`src/rtl/gndm_pkg.sv`:
```
`timescale 1ns / 1ps
`default_nettype none
// ----------------------------------------------------------------------------
// gndm_pkg: shared types and constants of the grey neighbour difference mask
// Beat payloads, configuration register codes and the push record that the
// issue logic hands to the line store and window.
// ----------------------------------------------------------------------------
package gndm_pkg;

    localparam int MAX_WIDTH   = 1024;
    localparam int COL_W       = $clog2(MAX_WIDTH);
    localparam int ROW_W       = 16;
    localparam int GREY_W      = 8;
    localparam int MASK_W      = 8;
    localparam int WIDTH_REG_W = 11;
    localparam int FILL_W      = $clog2(MAX_WIDTH + 3);
    localparam int PEND_W      = 11;
    localparam int CFG_IDX_W   = 2;
    localparam int CFG_DATA_W  = 16;

    // Result queue
    localparam int Q_DEPTH = 4;
    localparam int Q_PTR_W = $clog2(Q_DEPTH);
    localparam int Q_CNT_W = $clog2(Q_DEPTH + 1);

    // Configuration register indexes
    localparam logic [CFG_IDX_W-1:0] CFG_IMAGE_WIDTH  = CFG_IDX_W'(0);
    localparam logic [CFG_IDX_W-1:0] CFG_IMAGE_HEIGHT = CFG_IDX_W'(1);

    // Input item kinds
    localparam logic MODE_PIXEL = 1'b0;
    localparam logic MODE_FLUSH = 1'b1;

    typedef struct packed {
        logic              mode;
        logic [GREY_W-1:0] red;
        logic [GREY_W-1:0] green;
        logic [GREY_W-1:0] blue;
    } t_pixel_in;

    typedef struct packed {
        logic [GREY_W-1:0] grey_level;
        logic [MASK_W-1:0] blocked_mask;
        logic [COL_W-1:0]  pixel_column;
        logic [ROW_W-1:0]  pixel_row;
        logic              frame_last;
    } t_result_out;

    // Frame borders touched by the reported pixel
    typedef struct packed {
        logic top;
        logic bottom;
        logic left;
        logic right;
    } t_border;

    // One push into the line store, with the report that it completes
    typedef struct packed {
        logic              vld;
        logic              emit;
        logic [COL_W-1:0]  addr;
        logic [GREY_W-1:0] grey;
        logic [COL_W-1:0]  col;
        logic [ROW_W-1:0]  row;
        logic              last;
        t_border           border;
    } t_push;

    // Reports still travelling towards the result queue
    typedef struct packed {
        logic b_emit;
        logic c_emit;
    } t_flight;

endpackage
`default_nettype wire

```
`src/rtl/gndm_result_queue.sv`:
```
`timescale 1ns / 1ps
`default_nettype none
// ----------------------------------------------------------------------------
// gndm_result_queue: small result queue in front of the output channel
// Holds finished reports so the pipeline keeps moving while the sink stalls.
// ----------------------------------------------------------------------------
module gndm_result_queue import gndm_pkg::*; (
    input  wire logic         i_clk,
    input  wire logic         i_rst_n,
    input  wire logic         i_wr_en,
    input  wire t_result_out  i_wr_data,
    output logic [Q_CNT_W-1:0] o_count,
    output logic              o_valid,
    output t_result_out       o_data,
    input  wire logic         i_stall
);

    t_result_out          r_q [Q_DEPTH];
    logic [Q_PTR_W-1:0]   r_wr_ptr;
    logic [Q_PTR_W-1:0]   r_rd_ptr;
    logic [Q_CNT_W-1:0]   r_count;
    logic                 pop;

    assign o_valid = (r_count != '0);
    assign o_data  = r_q[r_rd_ptr];
    assign o_count = r_count;
    assign pop     = o_valid && !i_stall;

    always_ff @(posedge i_clk) begin
        if (i_wr_en) begin
            r_q[r_wr_ptr] <= i_wr_data;
        end
    end

    always_ff @(posedge i_clk) begin
        if (!i_rst_n) begin
            r_wr_ptr <= '0;
            r_rd_ptr <= '0;
            r_count  <= '0;
        end else begin
            if (i_wr_en) begin
                r_wr_ptr <= r_wr_ptr + Q_PTR_W'(1);
            end
            if (pop) begin
                r_rd_ptr <= r_rd_ptr + Q_PTR_W'(1);
            end
            if (i_wr_en && !pop) begin
                r_count <= r_count + Q_CNT_W'(1);
            end else if (!i_wr_en && pop) begin
                r_count <= r_count - Q_CNT_W'(1);
            end
        end
    end

    a_no_overflow: assert property (@(posedge i_clk) disable iff (!i_rst_n)
        (i_wr_en && !pop) |-> (r_count < Q_CNT_W'(Q_DEPTH)))
        else $error("result queue written while full");

    a_ptr_count: assert property (@(posedge i_clk) disable iff (!i_rst_n)
        (r_count == Q_CNT_W'(Q_DEPTH)) || ((r_wr_ptr - r_rd_ptr) == r_count[Q_PTR_W-1:0]))
        else $error("result queue pointers disagree with the count");

endmodule
`default_nettype wire

```
`config.mk`:
```
export PLATFORM = sky130hd
export DESIGN_NAME = gndm_result_queue
export DESIGN_NICKNAME = d
export VERILOG_FILES = /design/src/rtl/gndm_pkg.sv /design/src/rtl/gndm_result_queue.sv
export SDC_FILE = /design/constraint.sdc
export NUM_CORES = 1
export LEC_CHECK = 0
export BUFFER_PORTS_ARGS = -buffer_cell sky130_fd_sc_hd__clkbuf_2
export CAP_MARGIN = 20
export CORE_MARGIN = 5
export CORE_UTILIZATION = 48
export CTS_CLUSTER_DIAMETER = 80
export DETAILED_ROUTE_END_ITERATION = 6
export PLACE_DENSITY = 0.69
export SLEW_MARGIN = 30
export SYNTH_ARGS = -nofsm -noshare
export SYNTH_HDL_FRONTEND = slang
export SYNTH_SLANG_ARGS = --single-unit
```
`constraint.sdc`:
```
create_clock -name i_clk -period 6.05 [get_ports i_clk]
set_input_delay 1.21 -clock i_clk [delete_from_list [all_inputs] [get_ports i_clk]]
set_output_delay 1.21 -clock i_clk [all_outputs]
set_load 0.02 [all_outputs]
```
* Yosys cells after proc, flatten, opt, wreduce, memory -nomap -nowiden
Memory sizes are Yosys's and may differ from the RTL's. A register that Yosys moved wholly into a read port is not among the register bits. Index checks and enable logic that the tools add are counted.
Cells by class: bitwise gates (word level) 0, magnitude comparators 0, multipliers 0, muxes and demuxes 6, div/mod/pow operators 0, shift-type cells 0, equality and inequality tests 0, add/sub/neg operators 4, reduce and logical (&&, ||, !) cells 8
Operators with widths (number):
- $mux 3 | 2
- $add 2x1->2 const B | 2
- $mux 2 | 2
- $add 3x1->3 const B | 1
- $logic_and 1x1->1 | 3
- $logic_not 1->1 | 3
- $reduce_bool 3->1 | 1
- $sub 3x1->3 const B | 1
- $mux 1 | 2
- $reduce_bool 2->1 | 1
Storage, ports and cells: register bits after elaboration 7, RAM bits 172, latch bits 0, ROM bits 0, memories 1, bits of input ports 47, word-level logic and storage cells 22, output and inout port bits 47
Memories:
- r_q | depth 4, bits a word 43, rd ports 1, clocked after memory_dff 1, wr ports 1, line gndm_result_queue.sv:18 | t_result_out r_q [Q_DEPTH];

* Longest topological paths before layout
word-level depth 5, gate-level depth with buffers 8, gate-level depth less buffers 8

* Least setup slack after synthesis
OpenSTA, ideal clock, no wires.
path type in2reg, start point input port i_wr_en, end point memory r_q[0][0] (netlist name), enable pin, buffers on the path 0, data required time 5.645 ns, setup time 0.405 ns, setup slack 3.397 ns, arrival 2.248 ns, stages 1, cell sequence and2_1
On the way: word-level cells in the longest chain between the ends 2
Ends and longest elaborated chain:
- start: declaration | line gndm_result_queue.sv:10 | input wire logic i_wr_en,
- $mux 1 | line gndm_result_queue.sv:30 | if (i_wr_en) begin
- $mux 1 (implied by the code) | line gndm_result_queue.sv:31 | r_q[r_wr_ptr] <= i_wr_data;
- end: declaration | line gndm_result_queue.sv:18
Every way passes these cells.

==> flow_summary_export.csv <==
group,metric,value,unit
outcome,status,"completed",
critical_path,cp-end-kind,"output pin",
synth,synthArstFlopShare,0,
synth,synthCells,270,
place,io_buffers,93,
layout,most-common-layout-cells,"edfxtp_1 (172), clkbuf_2 (93), mux4_2 (40)",
place,placed_area,7343,um2
floorplanning,rows,43,
synth,ys_seq_area_frac,0.7954,
timing,maxSlewViolCount,0,
critical_path,cp.required,4840,ps
critical_path,slowest_delay,690,ps
synth,syn-cell-area,6720,um2
cts,path_clk_slew,60,ps
floorplanning,start_util,0.4860,
cts,ctsHoldBuffers,0,
detailed_routing,drc_errors,0,
critical_path,worstPathCellList,"buf_4 > mux4_2 > clkbuf_2",
detailed_routing,routedWlPerCell,19.75,um
critical_path,critical-path-slowest-cell,"dfxtp_2",
timing,skew,10.64,ps
floorplanning,core,13830,um2
cts,h-tree-depth,4,
layout,area_delta_synth_final,18.02,%
timing,worst_slew_pin_slew,658.2,ps
timing,fmax,0.2995,GHz
detailed_routing,routed_via_density,5.256,
timing,slew_headroom,0.5612,
floorplanning,die_y,128.3,um
critical_path,worstSetupStartpointType,"flop",
synth,ys_ff_latch,181,
global_routing,track_usage,0.1483,
critical_path,rrSetupSlack,3880,ps
synth,synth_ff_type,"edfxtp_1",
place,gp_congestion,0.6970,
synth,synth_cell_types,23,
timing,setup_viol,0,
timing,fin_tns_setup,0,ps
layout,final_area,7931,um2
floorplanning,fp.dieArea,16470,um2
layout,finalNonFillerCells,571,
synth,synth_warnings,0,
layout,drive_above_1_share,0.4425,
timing,period_needed,3339,ps
synth,syn_nets,323,
pwr,peakVddDrop,0.2054,mV
layout,antenna_cells,0,
timing,rsz0062_at_grt,"no",
cts,cts_buffer_depth,2,
cts,cts_num_sinks,181,
critical_path,critical_path.top_delay_family,"flip-flops",
cts,clock_latency,420,ps
pwr,p_leak,2.723,nW
pwr,power.density,395.0,nW/um2
detailed_routing,drt_iter0_markers,159,
timing,hold_violations,0,
cts,cts_setup_buffers,0,
critical_path,worst-path-max-fanout,23,
global_routing,grt_overflow,0,
detailed_routing,final_antenna_net_count,0,
cts,post_cts_resized,0,
detailed_routing,first_pass_iters,5,
place,dp_cells,538,
critical_path,path_buf_inv,2,
global_routing,antenna_found_initial,0,
global_routing,grt_pass1_wl,17710,um
layout,fin_nets,431,
global_routing,grt_start_max_net_pins,44,
cts,cts_tree,"built",
global_routing,grt_pass1_vias,3313,
floorplanning,num_io_pins,94,
job,cap_violations,0,
cts,numCtsBuffers,17,
critical_path,critPathArrivalTime,2130,ps
layout,layout_commonest_cell,"edfxtp_1",
synth,postSynthAreaPerCell,24.89,um2
place,post-dp-hpwl,6754,um
synth,synth-edff-count,172,
critical_path,path_class,"reg2out",
cts,cts-root-buf,"clkbuf_16",
worst_hold_path,hp-class,"reg2reg",
timing,min_period_over_period,0.5519,
detailed_routing,vias,3001,
detailed_routing,drt_wl_total,11280,um
floorplanning,die_w,128.3,um
-- stage by stage --
step / hold WS [ps] / utilization / total power [mW] / setup WS (ps)
2_1_floorplan: 456.0 / - / 1.985 / 3397
3_3_place_gp: 457.1 / 0.5311 / 2.127 / 3022
3_5_place_dp: 489.1 / 0.5311 / 2.139 / 3005
4_1_cts: 499.6 / 0.5722 / 3.168 / 2544
5_1_grt: 543.5 / 0.5736 / 3.278 / 2579
6_report: 491.7 / 0.5736 / 3.133 / 2711
-- metal layers --
layer | wire length, um | vias to the layer above | part of all wire | global-route usage
met5 | 0 | - | 0 | 0
met4 | 231 | 0 | 0.020 | 0.06242
met3 | 666 | 19 | 0.059 | 0.05292
met2 | 5797 | 81 | 0.51 | 0.2443
met1 | 4581 | 1543 | 0.41 | 0.1785
li1 | - | 1358 | - | -
-- synth_stat cells (2+ instances only) --
library cell | number | area (um2)
buf_2 | 4 | 20.02
mux4_1 | 3 | 78.83
or3_1 | 3 | 18.77
a21boi_0 | 3 | 22.52
and2_1 | 6 | 37.54
dfxtp_1 | 9 | 180.2
mux2i_1 | 2 | 20.02
ha_1 | 5 | 62.56
xor2_1 | 2 | 17.52
inv_1 | 4 | 15.01
nor2b_1 | 2 | 12.51
edfxtp_1 | 172 | 5165
mux4_2 | 40 | 900.9
o21ai_0 | 3 | 15.01
buf_12 | 4 | 80.08
-- path summary, 6_finish.rpt --
path,start,end,depth (start not counted)
worst max register to register,o_count[1],o_count[2],8
worst max-delay path,flop,o_data[28],3
worst min-delay path,r_rd_ptr[1],flop,2
worst min register to register,r_rd_ptr[1],flop,2
-- layout make-up --
type                    instances  area, um2
clock inverters                 3      15.01
multi-input cells              75       1250
well taps                     180      225.2
fillers                      1015       5896
repair buffers                 99      523.0
flip-flops and latches        181       5350
inverters                       4      15.01
clock buffers                  29      553.0
-- report_power, final --
group          internal [mW]  switching, mW  total [mW]  leakage [nW]
combinational          0.271          0.329       0.600         0.787
sequential              1.45         0.0571        1.51          1.65
clock                  0.617          0.409        1.03         0.282
-- cells by family (layout without fill, tap and decap cells) --
family          Yosys count  count (layout)  share of synthesized area
fa+ha+maj                 6               6                    0.01229
buf+inv                  14             135                    0.01936
flops                   181             181                     0.7954
simple gates             14              14                    0.01359
compound gates            7               7                   0.006702
xor+xnor                  3               3                   0.003911
mux                      45              45                     0.1488
-- worst reg2reg max path: stages, from the launching register on --
cell and delay (ps):
dfxtp_1 350, nor3_2 330, or2_2 170, ha_1 170
inv_1 60, fa_1 380, xor2_1 180, or3_1 300
a21boi_0 160
-- registers in the layout, indices dropped and copies added, names as in the netlist, named ones only --
| name | count |
|---|---|
| r_q | 172 |
| o_count | 3 |
| r_rd_ptr | 2 |
| r_wr_ptr | 2 |
Note: power is estimated with default switching activity, not from simulation.
